<file path="config.mk">
export PLATFORM = sky130hd
export DESIGN_NAME = float_format_converter
export DESIGN_NICKNAME = d
export VERILOG_FILES = /design/src/rtl/ffc_pkg.sv /design/src/rtl/float_format_converter.sv
export SDC_FILE = /design/constraint.sdc
export NUM_CORES = 1
export LEC_CHECK = 0
export BUFFER_PORTS_ARGS = -buffer_cell sky130_fd_sc_hd__buf_2
export CAP_MARGIN = 25
export CORE_MARGIN = 5
export CORE_UTILIZATION = 55
export CTS_CLUSTER_DIAMETER = 100
export DETAILED_ROUTE_END_ITERATION = 7
export GPL_TIMING_DRIVEN = 0
export PLACE_DENSITY_LB_ADDON = 0.3
export SYNTH_ARGS = -nofsm -noshare
export SYNTH_HDL_FRONTEND = slang
export SYNTH_SLANG_ARGS = --single-unit
</file>
<file path="constraint.sdc">
create_clock -name i_clk -period 4.6 [get_ports i_clk]
set_clock_uncertainty 0.1 [all_clocks]
set_input_delay 0.69 -clock i_clk [delete_from_list [all_inputs] [get_ports i_clk]]
set_output_delay 0.69 -clock i_clk [all_outputs]
set_load 0.1 [all_outputs]
</file>
<file path="src/rtl/ffc_pkg.sv">
// Package for the float format converter: function codes and field constants.
// No dependencies.
package ffc_pkg;

    typedef enum logic [1:0] {
        FUNC_S2H  = 2'd0,
        FUNC_H2S  = 2'd1,
        FUNC_S2BF = 2'd2,
        FUNC_BF2S = 2'd3
    } t_func;

    localparam logic [15:0] HALF_INF  = 16'h7C00;
    localparam logic [22:0] SGL_MANT  = 23'h7FFFFF;
    localparam logic [7:0]  SGL_EXP_MAX = 8'hFF;

endpackage

</file>
<file path="src/rtl/float_format_converter.sv">
// Float format converter top level: binary32 / binary16 / bfloat16.
// Depends on ffc_pkg.
//
// Usage: one input channel (i_valid/o_ready, i_func, i_operand_bits) and one
// output channel (o_valid/i_ready, o_result_bits). Each input beat gives one
// output beat, in order. Functions: 0 binary32->binary16 (truncating),
// 1 binary16->binary32, 2 binary32->bfloat16, 3 bfloat16->binary32.
// Three register stages (decode, shift, assemble); o_valid is the valid bit
// of the assemble stage. Throughput is one beat per cycle while the output
// does not stall. A stall on the output holds each full stage whose later
// stages are all full; a stage takes a new beat whenever it is empty or the
// stage after it advances, so no beat is lost or repeated.
// Reset clears all valid bits; the pipeline is empty and o_ready is high
// after reset.
module float_format_converter (
    input  logic                 i_clk,
    input  logic                 i_rst_n,
    input  logic                 i_valid,
    output logic                 o_ready,
    input  logic [1:0]           i_func,
    input  logic [31:0]          i_operand_bits,
    output logic                 o_valid,
    input  logic                 i_ready,
    output logic [31:0]          o_result_bits
);
    import ffc_pkg::*;

    // stage valid and advance
    logic r_v1, r_v2, r_v3;
    logic adv1, adv2, adv3;
    assign adv3    = !r_v3 || i_ready;
    assign adv2    = !r_v2 || adv3;
    assign adv1    = !r_v1 || adv2;
    assign o_ready = adv1;
    assign o_valid = r_v3;

    // stage 1: decode
    logic [1:0]  r1_func;
    logic [31:0] r1_x;
    logic [4:0]  r1_sh;
    logic [15:0] r1_base;
    logic [3:0]  r1_p;
    logic [15:0] n1_base;
    logic [4:0]  n1_sh;
    logic [3:0]  n1_p;
    logic [7:0]  e8;
    logic [9:0]  hm;

    always_comb begin
        e8 = i_operand_bits[30:23];
        n1_base = 16'd0;
        n1_sh = 5'd24;
        priority if (e8 < 8'd103) begin
            n1_base = 16'd0;
            n1_sh = 5'd24;
        end else if (e8 < 8'd113) begin
            n1_base = 16'h0400 >> (8'd113 - e8);
            n1_sh = 5'(8'd126 - e8);
        end else if (e8 <= 8'd142) begin
            n1_base = {1'b0, 5'(e8 - 8'd112), 10'd0};
            n1_sh = 5'd13;
        end else if (e8 < SGL_EXP_MAX) begin
            n1_base = HALF_INF;
            n1_sh = 5'd24;
        end else begin
            n1_base = HALF_INF;
            n1_sh = 5'd13;
        end
        hm = i_operand_bits[9:0];
        n1_p = 4'd0;
        for (int k = 0; k < 10; k++) begin
            if (hm[k]) n1_p = 4'(k);
        end
    end

    always_ff @(posedge i_clk) begin
        if (!i_rst_n) begin
            r_v1 <= 1'b0;
        end else if (adv1) begin
            r_v1 <= i_valid;
        end
        if (adv1) begin
            r1_func <= i_func;
            r1_x    <= i_operand_bits;
            r1_sh   <= n1_sh;
            r1_base <= n1_base;
            r1_p    <= n1_p;
        end
    end

    // stage 2: shift
    logic [1:0]  r2_func;
    logic [31:0] r2_x;
    logic [15:0] r2_hbase;
    logic [15:0] r2_hmant;
    logic [7:0]  r2_sexp;
    logic [22:0] r2_smant;
    logic [22:0] n2_smant;
    logic [7:0]  n2_sexp;
    logic [4:0]  he;

    always_comb begin
        he = r1_x[14:10];
        if (he == 5'd0) begin
            n2_sexp  = (r1_x[9:0] == 10'd0) ? 8'd0 : 8'(r1_p + 4'd0) + 8'd103;
            n2_smant = 23'({r1_x[9:0], 13'd0} << (4'd10 - r1_p)) & SGL_MANT;
        end else if (he == 5'h1F) begin
            n2_sexp  = SGL_EXP_MAX;
            n2_smant = {r1_x[9:0], 13'd0};
        end else begin
            n2_sexp  = 8'(he) + 8'd112;
            n2_smant = {r1_x[9:0], 13'd0};
        end
    end

    always_ff @(posedge i_clk) begin
        if (!i_rst_n) begin
            r_v2 <= 1'b0;
        end else if (adv2) begin
            r_v2 <= r_v1;
        end
        if (adv2) begin
            r2_func  <= r1_func;
            r2_x     <= r1_x;
            r2_hbase <= {r1_x[31], 15'd0} | r1_base;
            r2_hmant <= 16'(r1_x[22:0] >> r1_sh);
            r2_sexp  <= n2_sexp;
            r2_smant <= n2_smant;
        end
    end

    // stage 3: assemble
    logic [31:0] r3_res;
    logic [31:0] n3_res;
    logic [15:0] hsum;

    always_comb begin
        hsum = r2_hbase + r2_hmant;
        unique case (t_func'(r2_func))
            FUNC_S2H:  n3_res = {16'd0, hsum};
            FUNC_H2S:  n3_res = {r2_x[15], r2_sexp, r2_smant};
            FUNC_S2BF: n3_res = {16'd0, r2_x[31:16]};
            FUNC_BF2S: n3_res = {r2_x[15:0], 16'd0};
            default:   n3_res = 32'd0;
        endcase
    end

    always_ff @(posedge i_clk) begin
        if (!i_rst_n) begin
            r_v3 <= 1'b0;
        end else if (adv3) begin
            r_v3 <= r_v2;
        end
        if (adv3) begin
            r3_res <= n3_res;
        end
    end

    assign o_result_bits = r3_res;

    a_hold: assert property (@(posedge i_clk) disable iff (!i_rst_n)
        (o_valid && !i_ready) |=> (o_valid && $stable(o_result_bits)))
        else $error("output beat changed while stalled");
    a_ready: assert property (@(posedge i_clk) disable iff (!i_rst_n)
        (!o_ready) |-> (r_v1 && r_v2 && r_v3 && !i_ready))
        else $error("input stalled with room in pipeline");
    a_flow: assert property (@(posedge i_clk) disable iff (!i_rst_n)
        (r_v2 && !r_v3) |=> r_v3)
        else $error("beat lost between stages");

endmodule

</file>
### Word level (Yosys, flattened, before mapping)

Index checks and enable logic that the tools add are counted.

| cells by class | value |
|---|---|
| multiplexer cells | 18 |
| add/subtract/negate cells | 7 |
| order comparisons | 4 |
| bitwise gates (word level) | 1 |
| reduce and logical (&&, ||, !) cells | 10 |
| equality and inequality tests | 4 |
| shift-type cells | 3 |

Operator list:

| cell | count |
|---|---|
| $pmux W32 S4 | 1 |
| $mux W4 | 6 |
| $mux W8 | 3 |
| $mux W23 | 1 |
| $shl A23 B4 Y23 | 1 |
| $shr A23 B5 Y16 | 1 |
| $add A16 B16 Y16 | 1 |
| $lt A8 B7 Y1 const B | 2 |
| $mux W16 | 1 |
| $or A16 B16 Y16 | 1 |
| $shr A11 B8 Y16 const A | 1 |
| $mux W15 | 1 |
| $mux W5 | 3 |
| $logic_not A10 Y1 | 1 |
| $add A4 B7 Y8 const B | 1 |
| $add A5 B7 Y8 const B | 1 |
| $le A8 B8 Y1 const B | 1 |
| $lt A8 B8 Y1 const B | 1 |
| $sub A7 B8 Y8 const A | 1 |
| $eq A5 B5 Y1 const B | 1 |
| $logic_not A5 Y1 | 1 |
| $sub A5 B5 Y5 const A | 1 |
| $sub A5 B5 Y5 const B | 1 |
| $eq A2 B2 Y1 const B | 2 |
| other kinds (7) | 12 |

| word-level totals | value |
|---|---|
| input bits | 38 |
| register bits after elaboration | 191 |
| output and inout port bits | 34 |
| logic and storage cells | 64 |

### Depth between registers and ports, before layout

Gate-level depths: netlist of the first run.

| depth | value |
|---|---|
| depth in word-level cells | 8 |
| mapped depth | 11 |
| gate-level depth less buffers | 9 |

### Least setup slack after synthesis of the first run

Ideal clock, no wire load.

| timing path | value |
|---|---|
| path type | register to register |
| from | register r_v3, in the netlist o_valid |
| to | register r1_base[0], enable pin |
| clock period less this slack | 4523 ps |
| data required time | 3411 ps |
| setup time | 1089 ps |
| path slack | 77 ps |
| stages on the path, launching flop included | 3 |
| arrival time | 3334 ps |
| path buffers | 0 |
| cells stage by stage | dfxtp_1 -> nor2b_1 -> nand3_1 |

| on the way | value |
|---|---|
| cells in the longest elaborated chain, start to end | 4 |

RTL lines:

| what | line | RTL |
|---|---|---|
| from (decl) | float_format_converter.sv:29 | `logic r_v1, r_v2, r_v3;` |
| from (signal assigned) | float_format_converter.sv:152 | `r_v3 <= r_v2;` |
| $logic_not A1 Y1 | float_format_converter.sv:31 | `assign adv3 = !r_v3 \|\| i_ready;` |
| $logic_or A1 B1 Y1 | float_format_converter.sv:31 |  |
| $logic_or A1 B1 Y1 | float_format_converter.sv:32 | `assign adv2 = !r_v2 \|\| adv3;` |
| $logic_or A1 B1 Y1 | float_format_converter.sv:33 | `assign adv1 = !r_v1 \|\| adv2;` |
| named net o_ready | float_format_converter.sv:19 | `output logic o_ready,` |
| to (signal assigned) | float_format_converter.sv:86 | `r1_base <= n1_base;` |
| to (decl) | float_format_converter.sv:41 | `logic [15:0] r1_base;` |

The timed path passes the listed nets, and every way through them passes these cells.
A chain may end at the register's enable or synchronous reset.

### Worst setup path after layout of the first run

| timing path | value |
|---|---|
| from | input i_ready |
| to | output o_ready |

| on the way | value |
|---|---|
| cells in the longest elaborated chain, start to end | 3 |

RTL lines:

| what | line | RTL |
|---|---|---|
| from (decl) | float_format_converter.sv:23 | `input logic i_ready,` |
| $logic_or A1 B1 Y1 | float_format_converter.sv:31 |  |
| $logic_or A1 B1 Y1 | float_format_converter.sv:32 |  |
| $logic_or A1 B1 Y1 | float_format_converter.sv:33 |  |
| to (decl) | float_format_converter.sv:19 |  |

Every way passes these cells.

==> report_table.html, run 1 <==
<table>
<tr><th>Metric</th><th>Value</th></tr>
<tr><th colspan="2">Timing</th></tr>
<tr><td>Shortest clock period the worst path allows after layout</td><td>around 3400 ps</td></tr>
<tr><td>Max Transition Viols Final</td><td>0</td></tr>
<tr><td>Slew @ Worst Pin</td><td>approximately 840 ps</td></tr>
<tr><td>Post-route clock period utilization</td><td>0.735</td></tr>
<tr><td>Slew Limit Headroom</td><td>0.437</td></tr>
<tr><td>Max Fclk</td><td>just under 300 MHz</td></tr>
<tr><td>Post-route setup TNS</td><td>0 ps</td></tr>
<tr><td>Count of final hold-check violations</td><td>0</td></tr>
<tr><td>Unrepaired setup endpoints after global routing</td><td>no</td></tr>
<tr><td>Total setup violations reported at the end of the flow</td><td>0</td></tr>
<tr><th colspan="2">Final layout</th></tr>
<tr><td>Fraction of final layout cells sized beyond drive strength 1</td><td>0.209</td></tr>
<tr><td>Final cell count without fillers</td><td>972</td></tr>
<tr><td>Count of nets after finishing</td><td>808</td></tr>
<tr><td>Area used by multi-input combinational logic</td><td>approximately 3200 um^2</td></tr>
<tr><td>Footprint of the flip-flops and latches</td><td>5230 um^2</td></tr>
<tr><td>P&amp;R area growth vs syn</td><td>15.1%</td></tr>
<tr><td>Filler cell count in the final layout</td><td>roughly 1100</td></tr>
<tr><td>Count of antenna diodes in the layout</td><td>0</td></tr>
<tr><th colspan="2">Floorplanning</th></tr>
<tr><td>Floorplan row count</td><td>45</td></tr>
<tr><td>DIE WIDTH</td><td>135 um</td></tr>
<tr><td>Floorplan Core Area</td><td>15300 um^2</td></tr>
<tr><td>Starting Density</td><td>0.564</td></tr>
<tr><td>Die area</td><td>18300 um^2</td></tr>
<tr><td>Ports placed on the boundary</td><td>72</td></tr>
<tr><td>Vertical die dimension</td><td>135 um</td></tr>
<tr><th colspan="2">Worst setup path</th></tr>
<tr><td>Depth of the worst register-to-register path</td><td>11</td></tr>
<tr><td>Worst path required time</td><td>3810 ps</td></tr>
<tr><td>End of the worst register-to-register path</td><td>r2_smant[19]$_DFFE_PP_</td></tr>
<tr><td>Nature of the critical path startpoint</td><td>input port</td></tr>
<tr><td>R2R Path Start</td><td>r1_p[0]$_SDFFCE_PP1P_</td></tr>
<tr><td>Capturing element type of the critical path</td><td>primary output</td></tr>
<tr><td>Crit-path max FO</td><td>60</td></tr>
<tr><td>Type of the worst setup path</td><td>in2out</td></tr>
<tr><td>Setup slack of the worst register-to-register path</td><td>1790 ps</td></tr>
<tr><td>Data arrival time of the critical path</td><td>2590 ps</td></tr>
<tr><th colspan="2">Clock tree</th></tr>
<tr><td>Number of levels the H-tree was split into</td><td>4</td></tr>
<tr><td>Later-pin clock latency in the skew report</td><td>430 ps</td></tr>
<tr><td>Cts hold-fix bufs</td><td>0</td></tr>
<tr><td>Post-CTS setup buffers</td><td>0</td></tr>
<tr><td>CTS root buffer</td><td>clkbuf_16</td></tr>
<tr><td>Cts bufs inserted</td><td>17</td></tr>
<tr><td>Buffer levels on the longest clock path</td><td>2</td></tr>
<tr><td># resized after CTS</td><td>0</td></tr>
<tr><td>Clock transition at the registers of the reported paths</td><td>about 60 ps</td></tr>
<tr><td>Clock sink total</td><td>between 150 and 200</td></tr>
<tr><td>Clock tree from TritonCTS</td><td>done</td></tr>
<tr><th colspan="2">Yosys</th></tr>
<tr><td>Nets in the synthesized netlist</td><td>716</td></tr>
<tr><td>Part of the Yosys area used for sequential elements</td><td>0.607</td></tr>
<tr><td>Number of enable-type register cells in the synthesized netlist</td><td>172</td></tr>
<tr><td>Flip-flop and latch count after synthesis</td><td>175</td></tr>
<tr><td>Synthesis warning total</td><td>0</td></tr>
<tr><td>Cell count after synthesis</td><td>656</td></tr>
<tr><td>Dominant synthesized flop cell</td><td>edfxtp_1</td></tr>
<tr><td>Async set-or-reset flop fraction in the synthesized netlist</td><td>0</td></tr>
<tr><td>Syn Area/Cell</td><td>approximately 13 um^2</td></tr>
<tr><td>Number of different library cells in the post-synthesis netlist</td><td>around 60</td></tr>
<tr><td>Netlist area before placement</td><td>around 8600 um^2</td></tr>
<tr><th colspan="2">Routing</th></tr>
<tr><td>Count of nets left with antenna violations after detail routing</td><td>0</td></tr>
<tr><td>Drt pass-1 iters</td><td>5</td></tr>
<tr><td>Via density</td><td>roughly 5.7</td></tr>
<tr><td>First-iteration detailed-routing DRC count</td><td>487</td></tr>
<tr><td>Aggregate routed wire length</td><td>17.6 mm</td></tr>
<tr><td>Vias</td><td>5575</td></tr>
<tr><td>Post-route DRC</td><td>0</td></tr>
<tr><td>Routed wire per std cell</td><td>18.1 um</td></tr>
<tr><th colspan="2">Power and ir drop</th></tr>
<tr><td>Combinational share of power</td><td>0.139</td></tr>
<tr><td>Portion of total power attributed to sequential cells</td><td>0.485</td></tr>
<tr><td>Net Switching</td><td>1030 uW</td></tr>
<tr><td>Sw Ratio</td><td>0.265</td></tr>
<tr><td>Internal power contribution</td><td>2860 uW</td></tr>
<tr><td>Post-layout total power</td><td>3900 uW</td></tr>
<tr><td>Power density over the cells</td><td>~390 nW/um^2</td></tr>
<tr><td>Leakage power of the design</td><td>0.00399 uW</td></tr>
<tr><td>Worst IR drop on VDD</td><td>0.282 mV</td></tr>
<tr><td>Clock share of power</td><td>0.376</td></tr>
<tr><th colspan="2">Outcome</th></tr>
<tr><td>Run status</td><td>complete, no violations</td></tr>
<tr><th colspan="2">Place</th></tr>
<tr><td>Detailed placement HPWL</td><td>13.0 mm</td></tr>
<tr><td>Routability congestion estimate from global placement</td><td>0.922</td></tr>
<tr><td>Port Buffers</td><td>71</td></tr>
<tr><td>Number of placed instances, taps included</td><td>940</td></tr>
<tr><th colspan="2">Global routing</th></tr>
<tr><td>Pin count of the biggest net entering global routing</td><td>78</td></tr>
<tr><td>GR Overflow Total</td><td>0</td></tr>
<tr><td>Initial antenna violation count</td><td>0</td></tr>
<tr><td>Number of global-route vias before repair</td><td>5540</td></tr>
<tr><td>Global-route wire length before repair</td><td>28.9 mm</td></tr>
<tr><td>Total global-route track usage</td><td>0.206</td></tr>
<tr><th colspan="2">Min path</th></tr>
<tr><td>Startpoint of the lowest-slack hold path</td><td>r1_x[23]$_DFFE_PP_</td></tr>
<tr><td>Hold Path Class</td><td>reg2reg</td></tr>
<tr><td>Endpoint with the worst hold slack</td><td>r2_x[23]$_DFFE_PP_</td></tr>
<tr><td>Min-Delay Path Depth</td><td>0</td></tr>
<tr><th colspan="2">Job</th></tr>
<tr><td>Max capacitance violation total</td><td>0</td></tr>
</table>
==> state kept, by name, summed over array words and instances (netlist names), 2 cells and up <==
register,cells
r1_sh,5
r2_func,2
r2_hmant,16
r2_sexp,7
o_result_bits,32
r1_p,4
r1_x,32
r1_func,2
r2_smant,10
r1_base,15
r2_hbase,15
r2_x,32
==> metal layers <==
metal	up-vias	GRT usage	share of wire
li1	2657	-	-
met1	2671	0.295	0.45
met2	214	0.319	0.46
met3	33	0.0380	0.066
met4	0	0.0717	0.019
met5	-	0	0
==> worst max-delay path: stages <==
cell and delay [ps]:
buf_2 100, nor2b_1 490, nand3_4 740, buf_2 560
==> worst max-delay path by stage <==
stage	start	end	slack (ps)
floorplan	o_valid$_SDFFE_PN0P_	r1_base[0]$_SDFFCE_PP0P_	80
global placement	i_ready	o_ready	-170
detailed placement	i_ready	o_ready	1180
CTS	o_valid$_SDFFE_PN0P_	o_ready	1170
global route	o_valid$_SDFFE_PN0P_	o_ready	1010
finish	i_ready	o_ready	1220
==> cell usage after synthesis (all sizes together), types with 6 or more instances <==
| cell | instances | area, um^2 |
|---|---|---|
| o21bai | 8 | 63.8 |
| ha | 21 | 263 |
| mux2 | 6 | 67.6 |
| o21a | 6 | 45.0 |
| edfxtp | 172 | 5160 |
| inv | 17 | 63.8 |
| nor3 | 9 | 45.0 |
| xnor2 | 14 | 123 |
| xor2 | 8 | 70.1 |
| a211oi | 9 | 72.6 |
| o21ai | 32 | 160 |
| nor2b | 29 | 181 |
| nor2 | 63 | 253 |
| nand3 | 11 | 55.1 |
| buf | 17 | 111 |
| mux2i | 37 | 370 |
| o31ai | 6 | 45.0 |
| o22ai | 6 | 43.8 |
| a21oi | 47 | 243 |
| nand2b | 6 | 45.0 |
| nand2 | 48 | 180 |
| clkbuf | 15 | 56.3 |
| a21boi | 6 | 45.1 |
| mux4 | 19 | 428 |
==> logic make-up (layout without fill, tap and decap cells) <==
group,count (synthesis),count (layout),share of synthesized area
buffers and inverters,49,154,0.0269
XOR/XNOR,22,22,0.0224
flip-flops,175,175,0.607
AND/OR/NAND/NOR,185,185,0.106
adder cells (fa/ha/maj),22,22,0.0329
multiplexers,62,62,0.101
AO/OA/AOI/OAI,141,141,0.105
==> final cells by class <==
class	instances	share of cell area
multi-input combinational	432	0.320
tap	211	0.0267
clock buffer	17	0.0429
sequential	175	0.527
buffer	32	0.0169
clock inverter	15	0.0181
timing repair buffer	73	0.0414
inverter	17	0.00644
==> stage by stage <==
stage               utilization  hold WS (ps)  worst slack, ps  area (um^2)
finish                    0.649           318             1220         9910
global route              0.649           318             1010         9910
detailed placement        0.610           305             1180         9300
floorplan                     -           300             76.9         8610
CTS                       0.649           314             1170         9910
global placement          0.605           302             -172         9230
==> layout by cell type, fill, tap and decap left out, types with 5 or more instances in the layout <==
cell type	count
clkbuf_16	17
ha_1	21
a21oi_1	45
xnor2_1	14
o21ai_0	28
inv_1	17
o22ai_1	5
nor2_1	62
nor3_1	9
clkbuf_1	15
nand2_1	47
a21boi_0	5
o21bai_1	7
edfxtp_1	172
buf_2	79
mux2i_1	37
nand2b_1	5
nor2b_1	29
o21a_1	6
nand3_1	10
a211oi_1	8
mux4_2	19
xor2_1	8
o31ai_1	6
mux2_2	6
==> power groups by stage <==
stage | clock, uW | combinational, uW | sequential (uW)
5_1_grt | 1550 | 580 | 1900
3_5_place_dp | 0 | 537 | 1930
2_1_floorplan | 0 | 248 | 2080
6_report | 1460 | 541 | 1890
3_3_place_gp | 0 | 528 | 1920
4_1_cts | 1490 | 541 | 1890
(Power assumes the default switching activity.)
==> run 2: changes to the inputs <==
- ABC_AREA: not set -> 1
- CORE_UTILIZATION: 55 -> 54
- clock period: 4.6 -> 2.8 ns (I/O delays scaled with it)
==> run 2 against run 1 <==
  * Sequential power up 66%
  * Clock power grew 75%
  * Setup slack got worse by 1000 ps
  * Die area rose by 3.6%
  * Core utilization fell by 1.5 points
  * Hold slack got worse by 260 ps
==> report_table.html, run 2 <==
<table>
<tr><th>Metric</th><th>Value</th></tr>
<tr><th colspan="2">Timing</th></tr>
<tr><td>Count of final hold-check violations</td><td>0 (unchanged)</td></tr>
<tr><td>Shortest clock period the worst path allows after layout</td><td>between 2000 and 3000 ps</td></tr>
<tr><td>Slew @ Worst Pin</td><td>853 ps (+8.66 ps)</td></tr>
<tr><td>Max Transition Viols Final</td><td>0 (unchanged)</td></tr>
<tr><td>Post-route clock period utilization</td><td>0.936</td></tr>
<tr><td>Max Fclk</td><td>about 380 MHz</td></tr>
<tr><td>Total setup violations reported at the end of the flow</td><td>0 (unchanged)</td></tr>
<tr><td>Post-route setup TNS</td><td>0 ps (unchanged)</td></tr>
<tr><td>Post-Route Hold Slack</td><td>60.2 ps (-258 ps)</td></tr>
<tr><td>Unrepaired setup endpoints after global routing</td><td>no</td></tr>
<tr><td>Slew Limit Headroom</td><td>0.430 (-0.00697)</td></tr>
<tr><th colspan="2">Worst setup path</th></tr>
<tr><td>Crit-path max FO</td><td>34 (-43%)</td></tr>
<tr><td>Nature of the critical path startpoint</td><td>register</td></tr>
<tr><td>Cell with the largest stage delay on the worst path</td><td>clkbuf_4</td></tr>
<tr><td>Dominant cell type by count on the critical path</td><td>nand2_4</td></tr>
<tr><td>Worst path required time</td><td>2280 ps (-1530 ps)</td></tr>
<tr><td>Capturing element type of the critical path</td><td>primary output</td></tr>
<tr><td>Longest individual stage delay on the worst path</td><td>440 ps (-300 ps)</td></tr>
<tr><td>Crit path cell chain</td><td>nand2_4 -&gt; nor2_2 -&gt; nand2_4 -&gt; clkbuf_4</td></tr>
<tr><td>Type of the worst setup path</td><td>reg2out</td></tr>
<tr><td>Data arrival time of the critical path</td><td>2100 ps (-490 ps)</td></tr>
<tr><th colspan="2">Place</th></tr>
<tr><td>Routability congestion estimate from global placement</td><td>0.959 (+4.0%)</td></tr>
<tr><td>Port Buffers</td><td>71 (unchanged)</td></tr>
<tr><td>Detailed placement HPWL</td><td>14.5 mm (+11%)</td></tr>
<tr><th colspan="2">Power and ir drop</th></tr>
<tr><td>Combinational share of power</td><td>0.159 (+0.020)</td></tr>
<tr><td>Portion of total power attributed to sequential cells</td><td>0.464 (-0.021)</td></tr>
<tr><td>Worst IR drop on VDD</td><td>0.450 mV (+59%)</td></tr>
<tr><td>Power density over the cells</td><td>669 nW/um^2 (+70%)</td></tr>
<tr><td>Leakage power of the design</td><td>0.00471 uW (+18%)</td></tr>
<tr><td>Net Switching</td><td>1930 uW (+86%)</td></tr>
<tr><td>Clock share of power</td><td>0.377 (about the same)</td></tr>
<tr><td>Sw Ratio</td><td>0.285 (+0.0199)</td></tr>
<tr><td>Internal power contribution</td><td>4830 uW (+69%)</td></tr>
<tr><th colspan="2">Yosys</th></tr>
<tr><td>Dominant synthesized flop cell</td><td>edfxtp_1</td></tr>
<tr><td>Part of the Yosys area used for sequential elements</td><td>0.595 (-0.0118)</td></tr>
<tr><td>Syn Area/Cell</td><td>9.51 um^2 (-28%)</td></tr>
<tr><td>Synth top area share</td><td>0.588 (-0.0116)</td></tr>
<tr><td>Netlist area before placement</td><td>8780 um^2 (+2.0%)</td></tr>
<tr><td>Cell with the most instances after synthesis</td><td>nand2_1</td></tr>
<tr><td>Nets in the synthesized netlist</td><td>983 (+37%)</td></tr>
<tr><td>Dominant cell type by area after synthesis</td><td>edfxtp_1</td></tr>
<tr><td>Async set-or-reset flop fraction in the synthesized netlist</td><td>0 (unchanged)</td></tr>
<tr><td>Commonest cells in the synthesized netlist</td><td>nand2_1 (292), edfxtp_1 (172), inv_1 (100), nand3_1 (100), o21ai_0 (60)</td></tr>
<tr><td>Number of enable-type register cells in the synthesized netlist</td><td>172 (unchanged)</td></tr>
<tr><td>Flip-flop and latch count after synthesis</td><td>175 (unchanged)</td></tr>
<tr><td>Cell count after synthesis</td><td>923 (+41%)</td></tr>
<tr><td>Number of different library cells in the post-synthesis netlist</td><td>45 (-26%)</td></tr>
<tr><td>Largest cells by area after synthesis</td><td>edfxtp_1 (59%), nand2_1 (12%), nand3_1 (5.7%)</td></tr>
<tr><td>Synthesis warning total</td><td>0 (unchanged)</td></tr>
<tr><th colspan="2">Clock tree</th></tr>
<tr><td>Number of levels the H-tree was split into</td><td>4 (unchanged)</td></tr>
<tr><td>Clock tree from TritonCTS</td><td>done</td></tr>
<tr><td>Later-pin clock latency in the skew report</td><td>430 ps (about the same)</td></tr>
<tr><td>Clock transition at the registers of the reported paths</td><td>70 ps (about the same)</td></tr>
<tr><td>Buffer levels on the longest clock path</td><td>2 (unchanged)</td></tr>
<tr><td>CTS root buffer</td><td>clkbuf_16</td></tr>
<tr><td>Clock sink total</td><td>175 (unchanged)</td></tr>
<tr><td>Cts bufs inserted</td><td>17 (unchanged)</td></tr>
<tr><th colspan="2">Routing</th></tr>
<tr><td>Routed wire per std cell</td><td>15.7 um (-14%)</td></tr>
<tr><td>Post-route DRC</td><td>0 (unchanged)</td></tr>
<tr><td>Count of nets left with antenna violations after detail routing</td><td>0 (unchanged)</td></tr>
<tr><td>Routed length on met2</td><td>8.84 mm (+8.3%)</td></tr>
<tr><td>Post-Route M1 WL</td><td>8.95 mm (+12%)</td></tr>
<tr><td>Aggregate routed wire length</td><td>19.5 mm (+10%)</td></tr>
<tr><td>Top routing layer in use</td><td>met4</td></tr>
<tr><td>Drt pass-1 iters</td><td>5 (unchanged)</td></tr>
<tr><td>Via density</td><td>5.27 (-8.0%)</td></tr>
<tr><td>Sum of met3 wire segment lengths after detailed routing</td><td>1.44 mm (+24%)</td></tr>
<tr><td>First-iteration detailed-routing DRC count</td><td>658 (+35%)</td></tr>
<tr><td>Vias</td><td>6556 (+18%)</td></tr>
<tr><th colspan="2">Floorplanning</th></tr>
<tr><td>Ports placed on the boundary</td><td>72 (unchanged)</td></tr>
<tr><td>Floorplan Core Area</td><td>15900 um^2 (+4.5%)</td></tr>
<tr><td>Starting Density</td><td>0.551 (-0.0135)</td></tr>
<tr><td>Vertical die dimension</td><td>137 um (+1.8%)</td></tr>
<tr><td>DIE WIDTH</td><td>137 um (+1.8%)</td></tr>
<tr><td>Floorplan row count</td><td>46 (+2.2%)</td></tr>
<tr><td>Die area</td><td>18900 um^2 (+3.6%)</td></tr>
<tr><th colspan="2">Final layout</th></tr>
<tr><td>Count of nets after finishing</td><td>1075 (+33%)</td></tr>
<tr><td>Fraction of final layout cells sized beyond drive strength 1</td><td>0.148 (-0.0609)</td></tr>
<tr><td>P&amp;R area growth vs syn</td><td>15.1% (about the same)</td></tr>
<tr><td>Filler cell count in the final layout</td><td>1321 (+16%)</td></tr>
<tr><td>Leading cell type in the layout, fill and taps excluded</td><td>nand2_1</td></tr>
<tr><td>Count of antenna diodes in the layout</td><td>0 (unchanged)</td></tr>
<tr><td>Leading cell types in the layout, fill and taps excluded</td><td>nand2_1 (290), edfxtp_1 (172), nand3_1 (100)</td></tr>
<tr><td>Post-route core utilization</td><td>0.634 (-0.0154)</td></tr>
<tr><th colspan="2">Outcome</th></tr>
<tr><td>Run status</td><td>complete, no violations</td></tr>
<tr><th colspan="2">Job</th></tr>
<tr><td>Max capacitance violation total</td><td>0 (unchanged)</td></tr>
<tr><th colspan="2">Global routing</th></tr>
<tr><td>Pin count of the biggest net entering global routing</td><td>43 (-45%)</td></tr>
<tr><td>Initial antenna violation count</td><td>0 (unchanged)</td></tr>
<tr><td>Number of global-route vias before repair</td><td>6113 (+10%)</td></tr>
<tr><td>Global-route wire length before repair</td><td>31.6 mm (+9.4%)</td></tr>
<tr><td>GR Overflow Total</td><td>0 (unchanged)</td></tr>
<tr><td>Total global-route track usage</td><td>0.223 (+0.0168)</td></tr>
<tr><th colspan="2">Min path</th></tr>
<tr><td>Hold Path Class</td><td>in2reg</td></tr>
</table>
run 2: cell count changes after synthesis, sizes merged, moves of 25 or more:
cell / before / now
o21ai: 32 / 77
nand3: 11 / 102
nand2: 48 / 294
nor2b: 29 / 0
a21oi: 47 / 22
mux2i: 37 / 1
inv: 17 / 105
run 2: cell families (layout without fill, tap and decap cells):
logic type | count (synthesis) | after routing | share of synthesized area
DFF | 175 | 175 | 0.595
buffers and inverters | 137 | 241 | 0.0656
adders and majority gates | 22 | 22 | 0.0322
xor gates and xnor gates | 8 | 8 | 0.00970
and+or+nand+nor | 464 | 464 | 0.224
AOI/OAI and AO/OA | 116 | 116 | 0.0717
muxes | 1 | 1 | 0.00114
run 2: power groups by stage:
stage / clock network (uW) / logic [uW] / registers, uW
2_1_floorplan: 0 / 499 / 3500
3_3_place_gp: 0 / 1060 / 3190
3_5_place_dp: 0 / 1060 / 3190
4_1_cts: 2560 / 1070 / 3140
5_1_grt: 2680 / 1180 / 3150
6_report: 2550 / 1070 / 3140
run 2: what timing repair did:
action,in CTS,in global routing
setup buffers,0,0
endpoints found under the setup margin,1,1
pin swaps,0,0
resized for setup,1,1
hold buffers,0,0
run 2: layout make-up:
cell class                      instances  area [um^2]  share of cell area
Timing Repair Buffer                   73          398              0.0394
Clock buffer                           18          429              0.0425
Clock inverter                         13          205              0.0203
Buffer                                 31          175              0.0173
Tap cell                              216          270              0.0267
Inverter                              106          404              0.0400
Multi-Input combinational cell        611         2990               0.296
Sequential cell                       175         5230               0.517
run 2: metal layers:
| metal | track usage | vias to the layer above |
|---|---|---|
| met3 | 0.0511 | 23 |
| met1 | 0.319 | 3000 |
| met4 | 0.0588 | 0 |
| met5 | 0 | - |
| met2 | 0.345 | 229 |
| li1 | - | 3304 |
run 2: metrics by stage:
stage | power [uW] | setup WS (ps) | std cells | instance area (um^2)
floorplan | 4000 | 25.1 | 923 | 8800
global placement | 4250 | -547 | 1210 | 9420
detailed placement | 4260 | 12.2 | 1212 | 9460
CTS | 6770 | 61.6 | 1243 | 10100
global route | 7020 | 36.5 | 1243 | 10100
finish | 6760 | 180 | 1243 | 10100
run 2: path summary, 6_finish.rpt:
kind                             from                    end  slack [ps]  cells after the start
max              o_valid$_SDFFE_PN0P_                o_ready         180                      4
min                i_operand_bits[18]     r1_x[18]$_DFFE_PP_          60                      1
max reg2reg      o_valid$_SDFFE_PN0P_     r2_x[23]$_DFFE_PP_         250                      4
min reg2reg  r1_base[9]$_SDFFCE_PP0P_  r2_hbase[9]$_DFFE_PP_         320                      0
run 2: worst max-delay path: cells and delay by family, from the launching register on:
family        cells  cell delay [ps]
simple gates      3              850
flops             1              350
buf+inv           1              440
==> run 3: changes to the inputs <==
- REMOVE_ABC_BUFFERS: not set -> 1
==> run 3 against run 2 <==
  * Total power fell by 4.0%
  * Hold slack improved by 3.0 ps
  * Sequential share of layout area rose by 0.72 points
  * Register-to-register slack is essentially flat
  * Fmax up 3.0%
  * Via count fell by 1.7%
  * Core utilization shrank 0.92 points
  * Clock power fell by 9.4%
  * Setup slack gained 75 ps
  * Largest power group unchanged
==> report_table.html, run 3 (same netlist as run 2, synthesis figures left out) <==
<table>
<tr><th>Metric</th><th>Value</th></tr>
<tr><th colspan="2">Timing</th></tr>
<tr><td>Post-route setup TNS</td><td>0 ps (unchanged)</td></tr>
<tr><td>Slew @ Worst Pin</td><td>917 ps (+64.8 ps)</td></tr>
<tr><td>Slew Limit Headroom</td><td>0.386 (-0.0442)</td></tr>
<tr><td>Total setup violations reported at the end of the flow</td><td>0 (unchanged)</td></tr>
<tr><td>Post-route clock period utilization</td><td>0.909 (-0.0269)</td></tr>
<tr><td>Unrepaired setup endpoints after global routing</td><td>no</td></tr>
<tr><td>Max Transition Viols Final</td><td>0 (unchanged)</td></tr>
<tr><td>Shortest clock period the worst path allows after layout</td><td>2540 ps (-75.4 ps)</td></tr>
<tr><td>Count of final hold-check violations</td><td>0 (unchanged)</td></tr>
<tr><td>Max Fclk</td><td>393 MHz (+3.0%)</td></tr>
<tr><th colspan="2">Min path</th></tr>
<tr><td>Endpoint with the worst hold slack</td><td>r1_x[0]$_DFFE_PP_</td></tr>
<tr><td>Min-Delay Path Depth</td><td>1 (unchanged)</td></tr>
<tr><td>Hold Path Class</td><td>in2reg</td></tr>
<tr><td>Startpoint of the lowest-slack hold path</td><td>i_operand_bits[0]</td></tr>
<tr><th colspan="2">Worst setup path</th></tr>
<tr><td>Crit-path max FO</td><td>20 (-41%)</td></tr>
<tr><td>Longest individual stage delay on the worst path</td><td>730 ps (+290 ps)</td></tr>
<tr><td>Depth of the worst register-to-register path</td><td>7 (+3)</td></tr>
<tr><td>Capturing element type of the critical path</td><td>register</td></tr>
<tr><td>R2R Path Start</td><td>r1_p[0]$_SDFFCE_PP1P_</td></tr>
<tr><td>Worst path required time</td><td>2880 ps (+600 ps)</td></tr>
<tr><td>Data arrival time of the critical path</td><td>2620 ps (+520 ps)</td></tr>
<tr><td>Setup slack of the worst register-to-register path</td><td>260 ps (about the same)</td></tr>
<tr><td>Type of the worst setup path</td><td>reg2reg</td></tr>
<tr><td>Crit path cell chain</td><td>inv_4 -&gt; ha_1 -&gt; inv_1 -&gt; mux2i_1 -&gt; nor2_1 -&gt; o21ai_0 -&gt; nand2_1</td></tr>
<tr><td>Cell with the largest stage delay on the worst path</td><td>edfxtp_1</td></tr>
<tr><td>Nature of the critical path startpoint</td><td>register</td></tr>
<tr><td>End of the worst register-to-register path</td><td>r2_smant[21]$_DFFE_PP_</td></tr>
<tr><th colspan="2">Floorplanning</th></tr>
<tr><td>Starting Density</td><td>0.551 (unchanged)</td></tr>
<tr><td>Ports placed on the boundary</td><td>72 (unchanged)</td></tr>
<tr><td>Die area</td><td>18900 um^2 (unchanged)</td></tr>
<tr><td>Vertical die dimension</td><td>137 um (unchanged)</td></tr>
<tr><td>Floorplan Core Area</td><td>15900 um^2 (unchanged)</td></tr>
<tr><td>Floorplan row count</td><td>46 (unchanged)</td></tr>
<tr><td>DIE WIDTH</td><td>137 um (unchanged)</td></tr>
<tr><th colspan="2">Routing</th></tr>
<tr><td>Drt pass-1 iters</td><td>5 (unchanged)</td></tr>
<tr><td>Post-route DRC</td><td>0 (unchanged)</td></tr>
<tr><td>Routed wire per std cell</td><td>15.5 um (-1.1%)</td></tr>
<tr><td>Aggregate routed wire length</td><td>18.8 mm (-3.2%)</td></tr>
<tr><td>Routed length on met2</td><td>8.20 mm (-7.2%)</td></tr>
<tr><td>First-iteration detailed-routing DRC count</td><td>470 (-29%)</td></tr>
<tr><td>Vias</td><td>6442 (-1.7%)</td></tr>
<tr><td>Sum of met3 wire segment lengths after detailed routing</td><td>1.49 mm (+3.8%)</td></tr>
<tr><td>Top routing layer in use</td><td>met4</td></tr>
<tr><td>Via density</td><td>5.29 (+0.36%)</td></tr>
<tr><td>Post-Route M1 WL</td><td>9.00 mm (+0.54%)</td></tr>
<tr><td>Count of nets left with antenna violations after detail routing</td><td>0 (unchanged)</td></tr>
<tr><th colspan="2">Power and ir drop</th></tr>
<tr><td>Worst IR drop on VDD</td><td>0.400 mV (-11%)</td></tr>
<tr><td>Clock share of power</td><td>0.356 (-0.021)</td></tr>
<tr><td>Internal power contribution</td><td>4560 uW (-5.6%)</td></tr>
<tr><td>Portion of total power attributed to sequential cells</td><td>0.487 (+0.023)</td></tr>
<tr><td>Post-layout total power</td><td>6490 uW (-4.0%)</td></tr>
<tr><td>Power density over the cells</td><td>652 nW/um^2 (-2.5%)</td></tr>
<tr><td>Combinational share of power</td><td>0.157 (-0.002)</td></tr>
<tr><td>Sw Ratio</td><td>0.297 (+0.0122)</td></tr>
<tr><td>Net Switching</td><td>1930 uW (+0.14%)</td></tr>
<tr><td>Leakage power of the design</td><td>0.00462 uW (-1.9%)</td></tr>
<tr><th colspan="2">Place</th></tr>
<tr><td>Routability congestion estimate from global placement</td><td>0.924 (-3.7%)</td></tr>
<tr><td>Placement-stage cell area</td><td>9310 um^2 (-1.6%)</td></tr>
<tr><td>Number of placed instances, taps included</td><td>1182 (-2.5%)</td></tr>
<tr><td>Detailed placement HPWL</td><td>13.7 mm (-5.6%)</td></tr>
<tr><td>Port Buffers</td><td>71 (unchanged)</td></tr>
<tr><th colspan="2">Global routing</th></tr>
<tr><td>Global-route wire length before repair</td><td>30.0 mm (-5.2%)</td></tr>
<tr><td>GR Overflow Total</td><td>0 (unchanged)</td></tr>
<tr><td>Pin count of the biggest net entering global routing</td><td>70 (+63%)</td></tr>
<tr><td>Initial antenna violation count</td><td>0 (unchanged)</td></tr>
<tr><td>Number of global-route vias before repair</td><td>5733 (-6.2%)</td></tr>
<tr><td>Total global-route track usage</td><td>0.210 (-0.0130)</td></tr>
<tr><th colspan="2">Final layout</th></tr>
<tr><td>Post-route design area</td><td>9960 um^2 (-1.4%)</td></tr>
<tr><td>Count of nets after finishing</td><td>1048 (-2.5%)</td></tr>
<tr><td>Leading cell type in the layout, fill and taps excluded</td><td>nand2_1</td></tr>
<tr><td>Final cell count without fillers</td><td>1217 (-2.1%)</td></tr>
<tr><td>Leading cell types in the layout, fill and taps excluded</td><td>nand2_1 (290), edfxtp_1 (172), nand3_1 (100)</td></tr>
<tr><td>Fraction of final layout cells sized beyond drive strength 1</td><td>0.138 (-0.0101)</td></tr>
<tr><td>Filler cell count in the final layout</td><td>1304 (-1.3%)</td></tr>
<tr><td>Count of antenna diodes in the layout</td><td>0 (unchanged)</td></tr>
<tr><td>P&amp;R area growth vs syn</td><td>13.5%</td></tr>
<tr><th colspan="2">Outcome</th></tr>
<tr><td>Run status</td><td>complete, no violations</td></tr>
<tr><th colspan="2">Clock tree</th></tr>
<tr><td>CTS root buffer</td><td>clkbuf_16</td></tr>
<tr><td>Clock transition at the registers of the reported paths</td><td>70 ps (about the same)</td></tr>
<tr><td>Buffer levels on the longest clock path</td><td>2 (unchanged)</td></tr>
<tr><td>Clock tree from TritonCTS</td><td>done</td></tr>
<tr><td>Later-pin clock latency in the skew report</td><td>430 ps (about the same)</td></tr>
<tr><td>Cts bufs inserted</td><td>17 (unchanged)</td></tr>
<tr><td>Cts hold-fix bufs</td><td>0 (unchanged)</td></tr>
<tr><td>Number of levels the H-tree was split into</td><td>4 (unchanged)</td></tr>
<tr><td>Clock sink total</td><td>175 (unchanged)</td></tr>
<tr><th colspan="2">Job</th></tr>
<tr><td>Max capacitance violation total</td><td>0 (unchanged)</td></tr>
</table>
[run 3: cell count changes in the layout (fill, tap and decap cells not counted), moves of 2 or more]
cell       before  now
buf_2          81   70
inv_8           1    3
buf_1           4    0
buf_16          0    3
bufinv_16       4    1
buf_6           3    1
clkbuf_1       10    1
[run 3: per-layer routing]
metal / vias up / global-route usage
li1: 3247 / -
met1: 2949 / 0.328
met2: 232 / 0.303
met3: 14 / 0.0416
met4: 0 / 0.0438
met5: - / 0
[run 3: repair_timing]
action,CTS,global route
endpoints found under the setup margin,1,11
resized for setup,4,3
pin swaps,0,0
buffers inserted,0,1
[run 3: worst max-delay path: cells and delay by family, from the launching register on]
family	cells	cell delay [ps]
compound gates	1	170
fa+ha+maj	1	430
buf+inv	2	390
flops	1	730
mux	1	320
simple gates	2	140
[run 3: cell type report]
cell class,count,area (um^2),area share
clock inverters,14,149,0.0150
flip-flops and latches,175,5230,0.525
repair buffers,77,479,0.0481
inverters,106,407,0.0408
multi-input cells,611,3000,0.301
clock buffers,18,429,0.0431
well taps,216,270,0.0271
[run 3: metrics by stage]
stage | utilization | hold WS [ps] | setup slack, ps
floorplan | - | 300 | -1870
global placement | 0.579 | 301 | -2060
detailed placement | 0.584 | 305 | -473
CTS | 0.621 | 49.6 | 19.0
global route | 0.625 | 39.9 | 18.0
finish | 0.625 | 63.2 | 256
[run 3: power groups by stage]
| stage | Combinational (uW) | Sequential, uW | Clock [uW] |
|---|---|---|---|
| floorplan | 440 | 3520 | 0 |
| global placement | 982 | 3220 | 0 |
| detailed placement | 990 | 3230 | 0 |
| CTS | 997 | 3170 | 2340 |
| global route | 1120 | 3180 | 2470 |
| finish | 1020 | 3160 | 2310 |
[run 3: worst max-delay path by stage]
stage                           from                  endpoint  slack (ps)  cells after the start
2_1_floorplan   o_valid$_SDFFE_PN0P_  r1_base[0]$_SDFFCE_PP0P_       -1870                      3
3_3_place_gp                 i_ready                   o_ready       -2060                      6
3_5_place_dp                 i_ready                   o_ready        -470                      7
4_1_cts         o_valid$_SDFFE_PN0P_                   o_ready          20                      5
5_1_grt        r1_p[0]$_SDFFCE_PP1P_    r2_smant[19]$_DFFE_PP_          20                      7
6_report       r1_p[0]$_SDFFCE_PP1P_    r2_smant[21]$_DFFE_PP_         260                      7
